==> src/rrts_pkg.sv <==
// Shared types and constants of the round robin task scheduler.
`timescale 1ns / 1ps
package rrts_pkg;

  localparam int TASK_SLOTS  = 8;
  localparam int STACK_BYTES = 1024;
  localparam int FRAME_BYTES = 136;
  localparam int SLOT_W      = $clog2(TASK_SLOTS);
  localparam int OUT_SLOT_W  = 3;
  localparam int CFG_IDX_W   = 2;

  // Request codes
  localparam logic [1:0] REQ_CREATE = 2'd0;
  localparam logic [1:0] REQ_TICK   = 2'd1;
  localparam logic [1:0] REQ_START  = 2'd2;
  localparam logic [1:0] REQ_NONE   = 2'd3;

  // Result status codes
  localparam logic [2:0] STS_CREATED  = 3'd0;
  localparam logic [2:0] STS_FULL     = 3'd1;
  localparam logic [2:0] STS_SWITCHED = 3'd2;
  localparam logic [2:0] STS_STAYED   = 3'd3;
  localparam logic [2:0] STS_STARTED  = 3'd4;

  // Configuration register indexes
  localparam logic [CFG_IDX_W-1:0] CFG_STACK_BASE = CFG_IDX_W'(0);
  localparam logic [CFG_IDX_W-1:0] CFG_TRAMPOLINE = CFG_IDX_W'(1);

  typedef enum logic [1:0] {
    ST_FREE    = 2'd0,
    ST_READY   = 2'd1,
    ST_RUNNING = 2'd2
  } task_st_t;

  typedef struct packed {
    logic [1:0]  req_type;
    logic [31:0] entry_addr;
    logic [31:0] outgoing_sp;
  } req_t;

  typedef struct packed {
    logic [2:0]            status;
    logic [OUT_SLOT_W-1:0] slot;
    logic [OUT_SLOT_W-1:0] prev_task;
    logic [31:0]           sp_value;
    logic [31:0]           frame_ra_word;
    logic [31:0]           frame_entry_word;
  } rsp_t;

  // Controller to datapath
  typedef struct packed {
    logic load;
    logic exec;
    logic read;
  } cmd_t;

  // Datapath to controller
  typedef struct packed {
    logic drop;
  } sts_t;

endpackage

==> src/rrts_datapath.sv <==
// Task table, stack pointer memory, slot searches and result registers.
`timescale 1ns / 1ps
module rrts_datapath (
  input  logic                          clk,
  input  logic                          rst,
  input  rrts_pkg::cmd_t                cmd,
  output rrts_pkg::sts_t                sts,
  input  rrts_pkg::req_t                req,
  output rrts_pkg::rsp_t                rsp,
  input  logic                          cfg_valid,
  output logic                          cfg_ready,
  input  logic [rrts_pkg::CFG_IDX_W-1:0] cfg_index,
  input  logic [31:0]                   cfg_data
);
  import rrts_pkg::*;

  logic [31:0]       stack_base;
  logic [31:0]       trampoline;
  task_st_t          task_state [TASK_SLOTS];
  logic [SLOT_W-1:0] cur;
  logic [31:0]       saved_sp [TASK_SLOTS];

  req_t              req_q;
  logic [2:0]        res_status;
  logic [SLOT_W-1:0] res_slot;
  logic [SLOT_W-1:0] res_prev;
  logic [31:0]       res_addr;
  logic [SLOT_W-1:0] rd_addr;
  logic [31:0]       rd_data;

  logic              free_found;
  logic [SLOT_W-1:0] free_slot;
  logic [SLOT_W-1:0] next_slot;
  logic [31:0]       frame_addr;

  logic              mem_we;
  logic [SLOT_W-1:0] mem_waddr;
  logic [31:0]       mem_wdata;

  assign cfg_ready = 1'b1;
  assign sts.drop  = (req_q.req_type == REQ_NONE);

  always_ff @(posedge clk) begin
    if (rst) begin
      stack_base <= '0;
      trampoline <= '0;
    end else if (cfg_valid) begin
      if (cfg_index == CFG_STACK_BASE) begin
        stack_base <= cfg_data;
      end else if (cfg_index == CFG_TRAMPOLINE) begin
        trampoline <= cfg_data;
      end
    end
  end

  // Lowest free slot
  always_comb begin
    free_found = 1'b0;
    free_slot  = '0;
    for (int i = TASK_SLOTS - 1; i >= 0; i--) begin
      if (task_state[i] == ST_FREE) begin
        free_found = 1'b1;
        free_slot  = SLOT_W'(i);
      end
    end
  end

  // Rotating search from the slot after the current one, ending on itself
  always_comb begin
    logic [SLOT_W:0]   sum;
    logic [SLOT_W-1:0] c;
    next_slot = cur;
    for (int n = TASK_SLOTS; n >= 1; n--) begin
      sum = {1'b0, cur} + (SLOT_W + 1)'(n);
      if (sum >= (SLOT_W + 1)'(TASK_SLOTS)) begin
        sum = sum - (SLOT_W + 1)'(TASK_SLOTS);
      end
      c = sum[SLOT_W-1:0];
      if (task_state[c] == ST_READY || task_state[c] == ST_RUNNING) begin
        next_slot = c;
      end
    end
  end

  assign frame_addr = stack_base
                    + (32'(free_slot) + 32'd1) * 32'(STACK_BYTES)
                    - 32'(FRAME_BYTES);

  always_comb begin
    mem_we    = 1'b0;
    mem_waddr = cur;
    mem_wdata = req_q.outgoing_sp;
    if (cmd.exec) begin
      if (req_q.req_type == REQ_CREATE && free_found) begin
        mem_we    = 1'b1;
        mem_waddr = free_slot;
        mem_wdata = frame_addr;
      end else if (req_q.req_type == REQ_TICK) begin
        mem_we = 1'b1;
      end
    end
  end

  always_ff @(posedge clk) begin
    if (mem_we) begin
      saved_sp[mem_waddr] <= mem_wdata;
    end
    if (cmd.read) begin
      rd_data <= saved_sp[rd_addr];
    end
  end

  always_ff @(posedge clk) begin
    if (cmd.load) begin
      req_q <= req;
    end
  end

  always_ff @(posedge clk) begin
    if (rst) begin
      for (int i = 0; i < TASK_SLOTS; i++) begin
        task_state[i] <= ST_FREE;
      end
      cur <= '0;
    end else if (cmd.exec) begin
      unique case (req_q.req_type)
        REQ_CREATE: begin
          if (free_found) begin
            task_state[free_slot] <= ST_READY;
          end
        end
        REQ_TICK: begin
          if (next_slot != cur) begin
            task_state[cur]       <= ST_READY;
            task_state[next_slot] <= ST_RUNNING;
            cur                   <= next_slot;
          end
        end
        REQ_START: begin
          task_state[0] <= ST_RUNNING;
          cur           <= '0;
        end
        default: begin
        end
      endcase
    end
  end

  // Result registers, set while the request executes
  always_ff @(posedge clk) begin
    if (cmd.exec) begin
      unique case (req_q.req_type)
        REQ_CREATE: begin
          res_status <= free_found ? STS_CREATED : STS_FULL;
          res_slot   <= free_found ? free_slot : '0;
          res_prev   <= '0;
          res_addr   <= free_found ? frame_addr : '0;
          rd_addr    <= '0;
        end
        REQ_TICK: begin
          res_status <= (next_slot != cur) ? STS_SWITCHED : STS_STAYED;
          res_slot   <= next_slot;
          res_prev   <= cur;
          res_addr   <= '0;
          rd_addr    <= next_slot;
        end
        REQ_START: begin
          res_status <= STS_STARTED;
          res_slot   <= '0;
          res_prev   <= '0;
          res_addr   <= '0;
          rd_addr    <= '0;
        end
        default: begin
          res_status <= STS_FULL;
          res_slot   <= '0;
          res_prev   <= '0;
          res_addr   <= '0;
          rd_addr    <= '0;
        end
      endcase
    end
  end

  always_comb begin
    rsp.status           = res_status;
    rsp.slot             = OUT_SLOT_W'(res_slot);
    rsp.prev_task        = OUT_SLOT_W'(res_prev);
    rsp.sp_value         = rd_data;
    rsp.frame_ra_word    = '0;
    rsp.frame_entry_word = '0;
    if (res_status == STS_CREATED) begin
      rsp.sp_value         = res_addr;
      rsp.frame_ra_word    = trampoline;
      rsp.frame_entry_word = req_q.entry_addr;
    end else if (res_status == STS_FULL) begin
      rsp.sp_value = '0;
    end
  end

endmodule

==> src/rrts_ctrl.sv <==
// Request sequencer: capture, execute, read stack pointer, respond.
`timescale 1ns / 1ps
module rrts_ctrl (
  input  logic           clk,
  input  logic           rst,
  input  logic           start,
  output logic           busy,
  output logic           done,
  output rrts_pkg::cmd_t cmd,
  input  rrts_pkg::sts_t sts
);
  import rrts_pkg::*;

  typedef enum logic [1:0] {
    S_IDLE,
    S_EXEC,
    S_READ,
    S_RESP
  } state_t;

  state_t state;

  assign busy     = (state != S_IDLE);
  assign cmd.load = (state == S_IDLE) && start;
  assign cmd.exec = (state == S_EXEC);
  assign cmd.read = (state == S_READ);

  always_ff @(posedge clk) begin
    if (rst) begin
      state <= S_IDLE;
      done  <= 1'b0;
    end else begin
      done <= 1'b0;
      unique case (state)
        S_IDLE: begin
          if (start) begin
            state <= S_EXEC;
          end
        end
        S_EXEC: begin
          // drop the unused request code without a result
          state <= sts.drop ? S_IDLE : S_READ;
        end
        S_READ: begin
          state <= S_RESP;
          done  <= 1'b1;
        end
        S_RESP: begin
          state <= S_IDLE;
        end
        default: begin
          state <= S_IDLE;
        end
      endcase
    end
  end

endmodule

==> src/round_robin_task_scheduler.sv <==
// A request accepted at an edge passes through the execute, stack pointer memory read
// and response steps of the sequencer, and a new request is taken only back in idle;
// unused codes go back to idle after the execute step and give no result strobe.
// Results show for one cycle on done; the receiver cannot stall.
// Reset frees every slot, makes task 0 current and clears both registers;
// saved stack pointers hold no reset value.
`timescale 1ns / 1ps
module round_robin_task_scheduler (
  input  logic                          clk,
  input  logic                          rst,
  input  logic                          start,
  output logic                          busy,
  input  rrts_pkg::req_t                req,
  output logic                          done,
  output rrts_pkg::rsp_t                rsp,
  input  logic                          cfg_valid,
  output logic                          cfg_ready,
  input  logic [rrts_pkg::CFG_IDX_W-1:0] cfg_index,
  input  logic [31:0]                   cfg_data
);
  import rrts_pkg::*;

  cmd_t cmd;
  sts_t sts;

  rrts_ctrl u_ctrl (
    .clk   (clk),
    .rst   (rst),
    .start (start),
    .busy  (busy),
    .done  (done),
    .cmd   (cmd),
    .sts   (sts)
  );

  rrts_datapath u_dp (
    .clk       (clk),
    .rst       (rst),
    .cmd       (cmd),
    .sts       (sts),
    .req       (req),
    .rsp       (rsp),
    .cfg_valid (cfg_valid),
    .cfg_ready (cfg_ready),
    .cfg_index (cfg_index),
    .cfg_data  (cfg_data)
  );

endmodule

==> config.mk <==
export PLATFORM = sky130hd
export DESIGN_NAME = round_robin_task_scheduler
export DESIGN_NICKNAME = d
export VERILOG_FILES = /design/src/rrts_pkg.sv /design/src/rrts_datapath.sv /design/src/rrts_ctrl.sv /design/src/round_robin_task_scheduler.sv
export SDC_FILE = /design/constraint.sdc
export NUM_CORES = 1
export LEC_CHECK = 0
export BUFFER_PORTS_ARGS = -buffer_cell sky130_fd_sc_hd__clkbuf_2
export CAP_MARGIN = 20
export CORE_UTILIZATION = 35
export CTS_CLUSTER_SIZE = 20
export DETAILED_ROUTE_END_ITERATION = 8
export HOLD_SLACK_MARGIN = 0.08
export MAX_ROUTING_LAYER = met4
export SETUP_SLACK_MARGIN = 0.5
export SYNTH_ARGS = -nofsm -noshare
export SYNTH_HDL_FRONTEND = slang
export SYNTH_SLANG_ARGS = --single-unit
==> constraint.sdc <==
create_clock -name clk -period 10.32 [get_ports clk]
set_input_delay 0.516 -clock clk [delete_from_list [all_inputs] [get_ports clk]]
set_output_delay 0.516 -clock clk [all_outputs]
set_load 0.005 [all_outputs]
==> results_dict.tcl, run 1 <==
set metrics [dict create \
    cts_sinks 484 \
    synth_area_sq_um 21300 \
    finalMaxSlewViolations 0 \
    cap_violations 0 \
    criticalPathCategory "flop to flop" \
    worst_path_largest_cell_delay_ns 1.06 \
    required_ns 10.82 \
    hold_ws_ns 0.128 \
    grt_pass1_vias 14038 \
    htreeDepth 2 \
    routed_wirelength_mm 55.4 \
    postCtsSetupBuffers 0 \
    path_cells "inv_1 -> ha_1 -> mux2_2 -> mux4_2 -> o311a_1 -> or2_1 -> a311oi_2 -> o31ai_1 -> o31a_1 -> o21ai_4 -> o21ai_1 -> a31o_1" \
    grt-ovfl-total 0 \
    crit_arrival_ns 6.05 \
    ir_worst_vdd_mv 0.117 \
    die_h_um 249 \
    grt_use_total 0.183 \
    fin_nets 2007 \
    clock_latency_ns 0.60 \
    ys_seq_elements 484 \
    dp_hpwl_mm 34.3 \
    dieArea_sq_um 61800 \
    powerDensity_nw_per_um2 173 \
    grt_max_degree 67 \
    period_needed_ns 5.55 \
    reg2regPathDepth 12 \
    leakage_nw 9.09 \
    synthFlopType "edfxtp_1" \
    ys_warn_count 0 \
    die_x_um 249 \
    fmax_mhz 180 \
    antenna_found_initial 0 \
    cp_slowest_cell "ha_1" \
    place_congestion 0.921 \
    whs_endpoint "u_dp.req_q[13]" \
    dr.pass1.iters 5 \
    syn_inst 1598 \
    r2r_end "u_dp.task_state[3][1]" \
    synth_edf_count 398 \
    rsz0062_at_grt "false" \
    drc 0 \
    worst_pin_slew_ns 1.13 \
    grt_pass1_wl_mm 83.6 \
    hold_path_class "input pin to flop" \
    reg2reg_slack_ns 4.77 \
    drtIter0Drc 819 \
    fin_crit_sh 0.538 \
    r2r-start "u_dp.cur[0]" \
    cts_buffers 51 \
    rows 90 \
    whs_path_depth 1 \
    critPathCaptureType "flop" \
    n_antenna_cell 0 \
    setup_violations 0 \
    synth_nets 1737 \
    io_buffers 210 \
    final_common_cell "edfxtp_1" \
    power_w 0.00443 \
    status "complete, no violations" \
    cts_tree "built" \
    start_util 0.353 \
    holdCritStartpoint "req[13]" \
    pin_count 212 \
    relSlewSlack 0.241 \
    cts_root_buf "clkbuf_16" \
    cp_max_fo 25 \
    syn_avg_cell_area_sq_um 13.3 \
    cts_buffer_depth 3 \
    core_sq_um 60200 \
    clock_skew_ns 0.0148 \
    ys_seq_area_frac 0.643 \
    hold_violations 0 \
    vias_per_cell 5.08 \
    drtAntennaViolNets 0 \
    avgRoutedWirePerCell_um 20.6 \
    vias 13676 \
    syn_to_final_growth_pct 20.1 \
    synth_cell_types 72 \
    async_flop_share 0 \
    setup-tns-final_ns 0 \
    crit_path_start_kind "flop" \
    drive_gt1_frac 0.239 \
    final_cell_mix "398 x edfxtp_1, 234 x nand2_1, 209 x clkbuf_2, 92 x a21oi_1, 86 x dfxtp_1" \
    path_clk_slew_ns 0.06 \
]
==> how the worst max path moves through the flow <==
stage / start / to / slack [ns] / cells past startpoint
2_1_floorplan: flop / u_dp.saved_sp[4][0] / 5.86 / 7
6_report: u_dp.cur[0] / u_dp.task_state[3][1] / 4.77 / 12
3_5_place_dp: u_dp.cur[0] / u_dp.task_state[3][1] / 4.81 / 12
5_1_grt: u_dp.cur[0] / u_dp.task_state[4][1] / 4.36 / 12
4_1_cts: u_dp.cur[0] / u_dp.task_state[3][1] / 4.80 / 12
3_3_place_gp: u_dp.cur[0] / u_dp.task_state[3][1] / 4.92 / 12
==> worst max-delay path, delay by kind of cell, from the launching register on <==
family | cells | cell delay [ns]
mux | 2 | 1.00
fa+ha+maj | 1 | 1.06
simple gates | 1 | 0.25
flops | 1 | 0.93
buf+inv | 1 | 0.52
compound gates | 7 | 1.68
==> flip-flops by register name, indices dropped and copies added (netlist names), named ones only <==
signal           cells
u_dp.cur             3
u_dp.res_slot        3
u_dp.res_addr       32
u_dp.req_q          66
u_ctrl.done          1
u_dp.saved_sp      256
u_dp.res_prev        3
u_dp.task_state     16
u_dp.trampoline     32
u_dp.rd_addr         3
u_ctrl.state         1
u_dp.res_status      3
u_dp.rd_data        32
u_dp.stack_base     32
==> final cells by class <==
| class | count | area, sq um |
|---|---|---|
| multi-input cells | 968 | 7090 |
| repair buffers | 302 | 1940 |
| inverters | 61 | 229 |
| well taps | 782 | 978 |
| fillers | 5534 | 34700 |
| flip-flops and latches | 484 | 13700 |
| clock buffers | 60 | 1310 |
| clock inverters | 35 | 338 |
==> per-stage QoR <==
stage,area (sq um),util,instances,worst slack (ns)
finish,25600,0.424,2692,4.77
global route,25600,0.424,2692,4.36
CTS,25500,0.424,2690,4.80
detailed placement,23200,0.386,2530,4.81
global placement,23200,0.385,2529,4.92
floorplan,21300,-,1598,5.86
==> synth_stat cells (all sizes together), types with 3 or more instances <==
| cell | count | area [sq um] |
|---|---|---|
| o21bai | 4 | 30.0 |
| xor2 | 13 | 114 |
| o22ai | 9 | 56.3 |
| and2 | 77 | 482 |
| a41oi | 3 | 26.3 |
| mux4 | 77 | 1730 |
| a21oi | 92 | 460 |
| dfxtp | 86 | 1720 |
| o211ai | 7 | 52.6 |
| nand2b | 47 | 294 |
| a211oi | 8 | 60.1 |
| mux2 | 44 | 495 |
| o31ai | 6 | 45.0 |
| o21ai | 87 | 447 |
| or2 | 6 | 37.5 |
| nand3 | 9 | 45.0 |
| a31oi | 6 | 37.5 |
| o32ai | 7 | 76.3 |
| a311oi | 4 | 41.3 |
| o2bb2ai | 3 | 26.3 |
| inv | 59 | 221 |
| o21a | 3 | 22.5 |
| clkbuf | 67 | 251 |
| nor2b | 7 | 43.8 |
| or3 | 3 | 18.8 |
| edfxtp | 398 | 12000 |
| nor2 | 80 | 300 |
| and3 | 4 | 25.0 |
| nand2 | 235 | 882 |
| mux2i | 5 | 53.8 |
| a21o | 11 | 82.6 |
| ha | 34 | 425 |
| nor3 | 13 | 65.1 |
| o22a | 6 | 52.6 |
| o221ai | 3 | 26.3 |
| xnor2 | 22 | 193 |
| buf | 18 | 78.8 |
==> kinds of logic (layout without fill, tap and decap cells) <==
group / count (synthesis) / count (layout) / synth area share
other cells: 1 / 1 / 0.000176
xor+xnor: 35 / 35 / 0.0144
buf+inv: 146 / 458 / 0.0263
compound gates: 278 / 278 / 0.0806
mux: 126 / 126 / 0.107
flops: 484 / 484 / 0.643
fa+ha+maj: 35 / 35 / 0.0209
simple gates: 493 / 493 / 0.107
==> power breakdown <==
group	switching [W]	internal, W
sequential	0.0000196	0.00219
combinational	0.000258	0.000150
clock	0.000775	0.00104
total	0.00105	0.00338
==> layer usage <==
metal	share of wire	track usage	vias up
li1	-	-	6421
met1	0.44	0.234	6749
met2	0.48	0.296	415
met3	0.057	0.0330	91
met4	0.028	0.0584	0
met5	0	-	-
==> repair_timing <==
action                    CTS  global route
resized for setup           0             0
hold buffers               65             0
hold endpoints to repair   65             0
(Power assumes the default switching activity.)
==> inputs of run 2 (changes only) <==
==> constraint.sdc (replaced) <==
create_clock -name clk -period 5.4 [get_ports clk]
set_input_delay 0.27 -clock clk [delete_from_list [all_inputs] [get_ports clk]]
set_output_delay 0.27 -clock clk [all_outputs]
set_load 0.005 [all_outputs]
==> results_dict.tcl, run 2 (same netlist as run 1, synthesis figures left out) <==
set metrics [dict create \
    grt_use_total 0.185 \
    pwr-share-seq 0.484 \
    r2r-start "u_dp.task_state[5][1]" \
    crit_buf_inv 4 \
    final_common_cell "edfxtp_1" \
    fin_crit_sh 0.838 \
    crit_start "u_dp.task_state[5][1]" \
    cts_tree "built" \
    path_clk_slew_ns 0.06 \
    clock_latency_ns 0.60 \
    drive_gt1_frac 0.246 \
    die_h_um 249 \
    largestRegisters "u_dp.saved_sp (256), u_dp.req_q (66)" \
    drtAntennaViolNets 0 \
    intPower_w 0.00671 \
    fmax_mhz 221 \
    critPathCapture "u_dp.saved_sp[2][31]" \
    dp_slack_ns 0.193 \
    powerDensity_nw_per_um2 334 \
    avgRoutedWirePerCell_um 20.5 \
    cp_slowest_cell "dfxtp_1" \
    critPathCaptureType "flop" \
    cap_violations 0 \
    r2r_end "u_dp.saved_sp[2][31]" \
    final_cell_mix "398 x edfxtp_1, 234 x nand2_1, 209 x clkbuf_2, 101 x dlygate4sd3_1, 91 x a21oi_1" \
    n_antenna_cell 0 \
    cts_buffer_depth 3 \
    grt_pass1_wl_mm 84.9 \
    status "complete, no violations" \
    dr.pass1.iters 7 \
    cts_root_buf "clkbuf_16" \
    cp.depth 21 \
    cts_buffers 54 \
    top_register "u_dp.saved_sp" \
    pwr-share-clk 0.423 \
    critical_path.top_delay_family "compound AO/OA/AOI/OAI gates" \
    dieArea_sq_um 61800 \
    ir_worst_vdd_mv 0.225 \
    leakage_nw 9.37 \
    rsz0062_at_grt "false" \
    swShare 0.232 \
    grt-ovfl-total 0 \
    reg2regPathDepth 21 \
    cp_max_fo 8 \
    crit_path_start_kind "flop" \
    rows 90 \
    antenna_found_initial 0 \
    period_needed_ns 4.52 \
    fillers 5417 \
    finalMaxSlewViolations 0 \
    setup_violations 0 \
    htreeDepth 2 \
    relSlewSlack 0.308 \
    required_ns 5.78 \
    crit_arrival_ns 4.90 \
    setup_ws_ns 0.876 \
    hold_violations 0 \
    vias_per_cell 5.09 \
    path_cells "o22ai_1 -> nor2b_1 -> o21bai_2 -> inv_1 -> ha_1 -> inv_1 -> ha_1 -> inv_1 -> ha_1 -> nor3_1 -> nand2_1 -> a41oi_1 -> a211oi_2 -> buf_4 -> o21ai_1 -> a21oi_2 -> o21ai_1 -> a21oi_1 -> o21ai_0 -> a21oi_1 -> o31ai_4" \
    holdCritStartpoint "cfg_index[1]" \
    drtIter0Drc 839 \
    place_congestion 0.891 \
    pin_count 212 \
    grt_pass1_vias 14129 \
    largest_register_ff_count 256 \
    drc 0 \
    p_sw_w 0.00202 \
    io_buffers 210 \
    syn_to_final_growth_pct 22.9 \
    worst_pin_slew_ns 1.03 \
    hold_path_class "input pin to flop" \
    routed_wirelength_mm 56.1 \
    fin_nets 2054 \
    reg2reg_slack_ns 0.88 \
    core_sq_um 60200 \
    cts_sinks 484 \
    criticalPathCategory "flop to flop" \
    worst_path_largest_cell_delay_ns 0.35 \
    die_x_um 249 \
    grt_max_degree 72 \
    vias 13954 \
    setup-tns-final_ns 0 \
    start_util 0.353 \
    dp_hpwl_mm 35.0 \
    p_comb_frac 0.093 \
    clock_skew_ns 0.0164 \
]
-- run 2: cell types whose count changed in the layout (fill, tap and decap cells not counted), moves of 2 or more --
| cell | previous run | this run |
|---|---|---|
| inv_6 | 3 | 1 |
| clkinv_4 | 0 | 4 |
| clkbuf_16 | 51 | 54 |
| dlygate4sd3_1 | 65 | 101 |
| bufinv_16 | 5 | 8 |
| clkinv_2 | 4 | 7 |
| buf_4 | 25 | 33 |
| o21ai_0 | 85 | 76 |
| o21ai_1 | 1 | 7 |
| o21ai_2 | 0 | 3 |
| clkinv_1 | 18 | 14 |
-- run 2: layer usage --
layer  vias to the layer above  track usage  wire [um]
li1                       6523            -          -
met1                      6925        0.239      24500
met2                       414        0.300      27100
met3                        92       0.0296       2870
met4                         0       0.0571       1600
met5                         -            -          0
-- run 2: what timing repair did --
item | 4_1_cts | 5_1_grt
setup buffers | 0 | 1
gates cloned | 0 | 0
pin swaps | 0 | 3
endpoints found under the hold margin | 133 | 0
gates resized for setup | 4 | 16
setup endpoints to repair | 24 | 117
hold buffers | 101 | 0
-- run 2: final cells by class --
type                    instances  area [sq um]  area share
well taps                     782           978      0.0374
flip-flops and latches        484         13700       0.523
clock buffers                  62          1380      0.0528
inverters                      61           229     0.00876
repair buffers                346          2340      0.0897
multi-input cells             968          7130       0.273
clock inverters                36           403      0.0154
-- run 2: power by group through the flow --
stage / registers, W / clock network, W / logic, W
finish: 0.00422 / 0.00370 / 0.000814
global route: 0.00423 / 0.00391 / 0.000889
detailed placement: 0.00430 / 0 / 0.000741
floorplan: 0.00429 / 0 / 0.000445
global placement: 0.00430 / 0 / 0.000728
CTS: 0.00422 / 0.00378 / 0.000806
-- run 2: per-stage QoR --
stage / util / cell area [sq um] / hold slack, ns / std cells / power [W]
final: 0.434 / 26100 / 0.263 / 2739 / 0.00874
after global routing: 0.434 / 26100 / 0.291 / 2739 / 0.00903
after CTS: 0.433 / 26100 / 0.242 / 2737 / 0.00881
after detailed placement: 0.386 / 23300 / 0.442 / 2538 / 0.00504
after global placement: 0.386 / 23300 / 0.439 / 2537 / 0.00503
after floorplan: - / 21300 / 0.369 / 1598 / 0.00473
-- run 2: worst min path at each step --
stage | end | slack (ns) | depth (start not counted)
2_1_floorplan | u_dp.req_q[0] | 0.37 | 0
3_3_place_gp | u_dp.trampoline[9] | 0.44 | 2
3_5_place_dp | u_dp.trampoline[9] | 0.44 | 2
4_1_cts | u_dp.stack_base[0] | 0.24 | 5
5_1_grt | u_dp.stack_base[0] | 0.29 | 5
6_report | u_dp.stack_base[0] | 0.26 | 5
-- run 2: worst reg2reg max path, cell delays in order (launching register included) --
cell	delay [ns]
dfxtp_1	0.35
o22ai_1	0.34
nor2b_1	0.12
o21bai_2	0.24
inv_1	0.16
ha_1	0.31
inv_1	0.04
ha_1	0.26
inv_1	0.04
ha_1	0.21
nor3_1	0.22
nand2_1	0.10
a41oi_1	0.21
a211oi_2	0.10
buf_4	0.15
o21ai_1	0.25
a21oi_2	0.10
o21ai_1	0.24
a21oi_1	0.12
o21ai_0	0.24
a21oi_1	0.17
o31ai_4	0.34
==> inputs of run 3 (changes only) <==
==> constraint.sdc (replaced) <==
create_clock -name clk -period 4.6 [get_ports clk]
set_input_delay 0.23 -clock clk [delete_from_list [all_inputs] [get_ports clk]]
set_output_delay 0.23 -clock clk [all_outputs]
set_load 0.005 [all_outputs]
==> results_dict.tcl, run 3 (same netlist as run 1, synthesis figures left out) <==
set metrics [dict create \
    crit_buf_inv 2 \
    path_common_cell "o21ai_1" \
    drtIter0Drc 859 \
    cp_slowest_cell "o32a_1" \
    pwr-share-seq 0.497 \
    criticalPathCategory "flop to flop" \
    ir_worst_vdd_mv 0.284 \
    drtAntennaViolNets 0 \
    holdCritStartpoint "rst" \
    intPower_w 0.00760 \
    largest_register_ff_count 256 \
    critPathCaptureType "flop" \
    rows 90 \
    fmax_mhz 246 \
    leakage_nw 9.50 \
    antenna_found_initial 0 \
    status "complete, no violations" \
    cap_violations 0 \
    routed_wirelength_mm 56.3 \
    io_buffers 210 \
    path_clk_slew_ns 0.06 \
    hold_path_class "input pin to flop" \
    r2r-start "u_dp.task_state[7][1]" \
    reg2regPathDepth 22 \
    setup_violations 0 \
    syn_to_final_growth_pct 24.4 \
    cp_max_fo 8 \
    vias_per_cell 5.07 \
    worst_path_largest_cell_delay_ns 0.35 \
    grt_max_degree 66 \
    pin_count 212 \
    critical_path.top_delay_family "compound AO/OA/AOI/OAI gates" \
    vias 14043 \
    path_cells "o32a_1 -> o22ai_1 -> o21ai_1 -> o21ai_1 -> o21ai_1 -> inv_1 -> ha_2 -> xnor2_2 -> ha_1 -> inv_2 -> ha_4 -> o21ai_2 -> nand2b_1 -> nand3_2 -> o21a_1 -> o21ai_2 -> a21oi_2 -> a31o_2 -> o21ai_4 -> a211oi_2 -> a41oi_2 -> o21ai_4" \
    grt_pass1_wl_mm 85.2 \
    fin_nets 2081 \
    cts_buffers 52 \
    dieArea_sq_um 61800 \
    largestRegisters "u_dp.saved_sp (256), u_dp.req_q (66)" \
    reg2reg_slack_ns 0.53 \
    finalMaxSlewViolations 0 \
    crit_path_start_kind "flop" \
    drive_gt1_frac 0.275 \
    powerDensity_nw_per_um2 377 \
    relSlewSlack 0.311 \
    cts_buffer_depth 3 \
    die_h_um 249 \
    pwr-share-clk 0.398 \
    whs_path_depth 2 \
    die_x_um 249 \
    placed_cells_incl_taps 2559 \
    hold_violations 0 \
    cts_tree "built" \
    dp_hpwl_mm 34.9 \
    fin_cells 2768 \
    required_ns 4.90 \
    core_sq_um 60200 \
    grt_pass1_vias 14358 \
    final_common_cell "edfxtp_1" \
    cts_root_buf "clkbuf_16" \
    r2r_end "u_dp.saved_sp[2][30]" \
    grt_use_total 0.185 \
    cts_sinks 484 \
    p_sw_w 0.00239 \
    n_antenna_cell 0 \
    dr.pass1.iters 4 \
    top_register "u_dp.saved_sp" \
    drc 0 \
    rsz0062_at_grt "true" \
    worst_pin_slew_ns 1.03 \
    place_congestion 0.849 \
    htreeDepth 2 \
    grt-ovfl-total 0 \
    setup-tns-final_ns 0 \
    final_cell_mix "398 x edfxtp_1, 233 x nand2_1, 209 x clkbuf_2, 99 x dlygate4sd3_1, 87 x a21oi_1" \
    start_util 0.353 \
    clock_skew_ns 0.0168 \
    fin_crit_sh 0.884 \
    period_needed_ns 4.07 \
    crit_arrival_ns 4.36 \
    clock_latency_ns 0.59 \
    swShare 0.239 \
    avgRoutedWirePerCell_um 20.3 \
    p_comb_frac 0.105 \
]
## run 3: worst max path at each step
stage                     startpoint                    to  slack, ns  cells past startpoint
4_1_cts        u_dp.task_state[7][1]  u_dp.saved_sp[4][29]       0.45                     24
3_3_place_gp   u_dp.task_state[7][1]  u_dp.saved_sp[0][28]       0.03                     21
6_report       u_dp.task_state[7][1]  u_dp.saved_sp[2][30]       0.53                     22
3_5_place_dp   u_dp.task_state[7][1]  u_dp.saved_sp[2][28]      -0.08                     21
5_1_grt        u_dp.task_state[7][1]  u_dp.saved_sp[2][30]       0.34                     22
2_1_floorplan                   flop   u_dp.saved_sp[4][0]       0.14                      7
## run 3: cell type report
cell class              count  area, sq um
fillers                  5418        33800
well taps                 782          978
multi-input cells         968         7340
flip-flops and latches    484        13700
clock buffers              64         1390
inverters                  61          229
clock inverters            34          221
repair buffers            375         2630
## run 3: power by group through the flow
stage	sequential [W]	clock, W	combinational [W]
after global placement	0.00505	0	0.000853
after floorplan	0.00504	0	0.000526
final	0.00496	0.00397	0.00105
after global routing	0.00497	0.00422	0.00115
after CTS	0.00496	0.00407	0.000982
after detailed placement	0.00506	0	0.000869
## run 3: per-stage QoR
| stage | total power, W | hold WS, ns | worst slack [ns] | cell area [sq um] | util |
|---|---|---|---|---|---|
| 6_report | 0.00999 | 0.151 | 0.534 | 26500 | 0.439 |
| 5_1_grt | 0.0103 | 0.186 | 0.341 | 26500 | 0.439 |
| 3_5_place_dp | 0.00593 | 0.409 | -0.0817 | 23500 | 0.390 |
| 2_1_floorplan | 0.00556 | 0.329 | 0.137 | 21300 | - |
| 4_1_cts | 0.0100 | 0.108 | 0.452 | 26200 | 0.435 |
| 3_3_place_gp | 0.00591 | 0.408 | 0.0314 | 23500 | 0.390 |
## run 3: what timing repair did
| action | 4_1_cts | 5_1_grt |
|---|---|---|
| gates resized for setup | 30 | 43 |
| setup buffers | 4 | 6 |
| endpoints found under the setup margin | 125 | 160 |
| hold endpoints to repair | 131 | 0 |
| pin swaps | 8 | 19 |
| hold buffers | 99 | 0 |
## run 3: worst reg2reg max path, stage by stage, from the launching register on
cell      delay (ns)
dfxtp_2         0.33
o32a_1          0.35
o22ai_1         0.12
o21ai_1         0.10
o21ai_1         0.08
o21ai_1         0.09
inv_1           0.09
ha_2            0.19
xnor2_2         0.08
ha_1            0.30
inv_2           0.04
ha_4            0.26
o21ai_2         0.05
nand2b_1        0.12
nand3_2         0.12
o21a_1          0.21
o21ai_2         0.20
a21oi_2         0.10
a31o_2          0.28
o21ai_4         0.17
a211oi_2        0.10
a41oi_2         0.26
o21ai_4         0.12
## run 3: metal layers
layer	track usage	vias up	routed length (um)	part of all wire
met2	0.303	429	27300	0.49
met1	0.240	6941	25000	0.44
met3	0.0262	90	2550	0.045
met4	0.0543	0	1370	0.024
met5	-	-	0	0
li1	-	6583	-	-
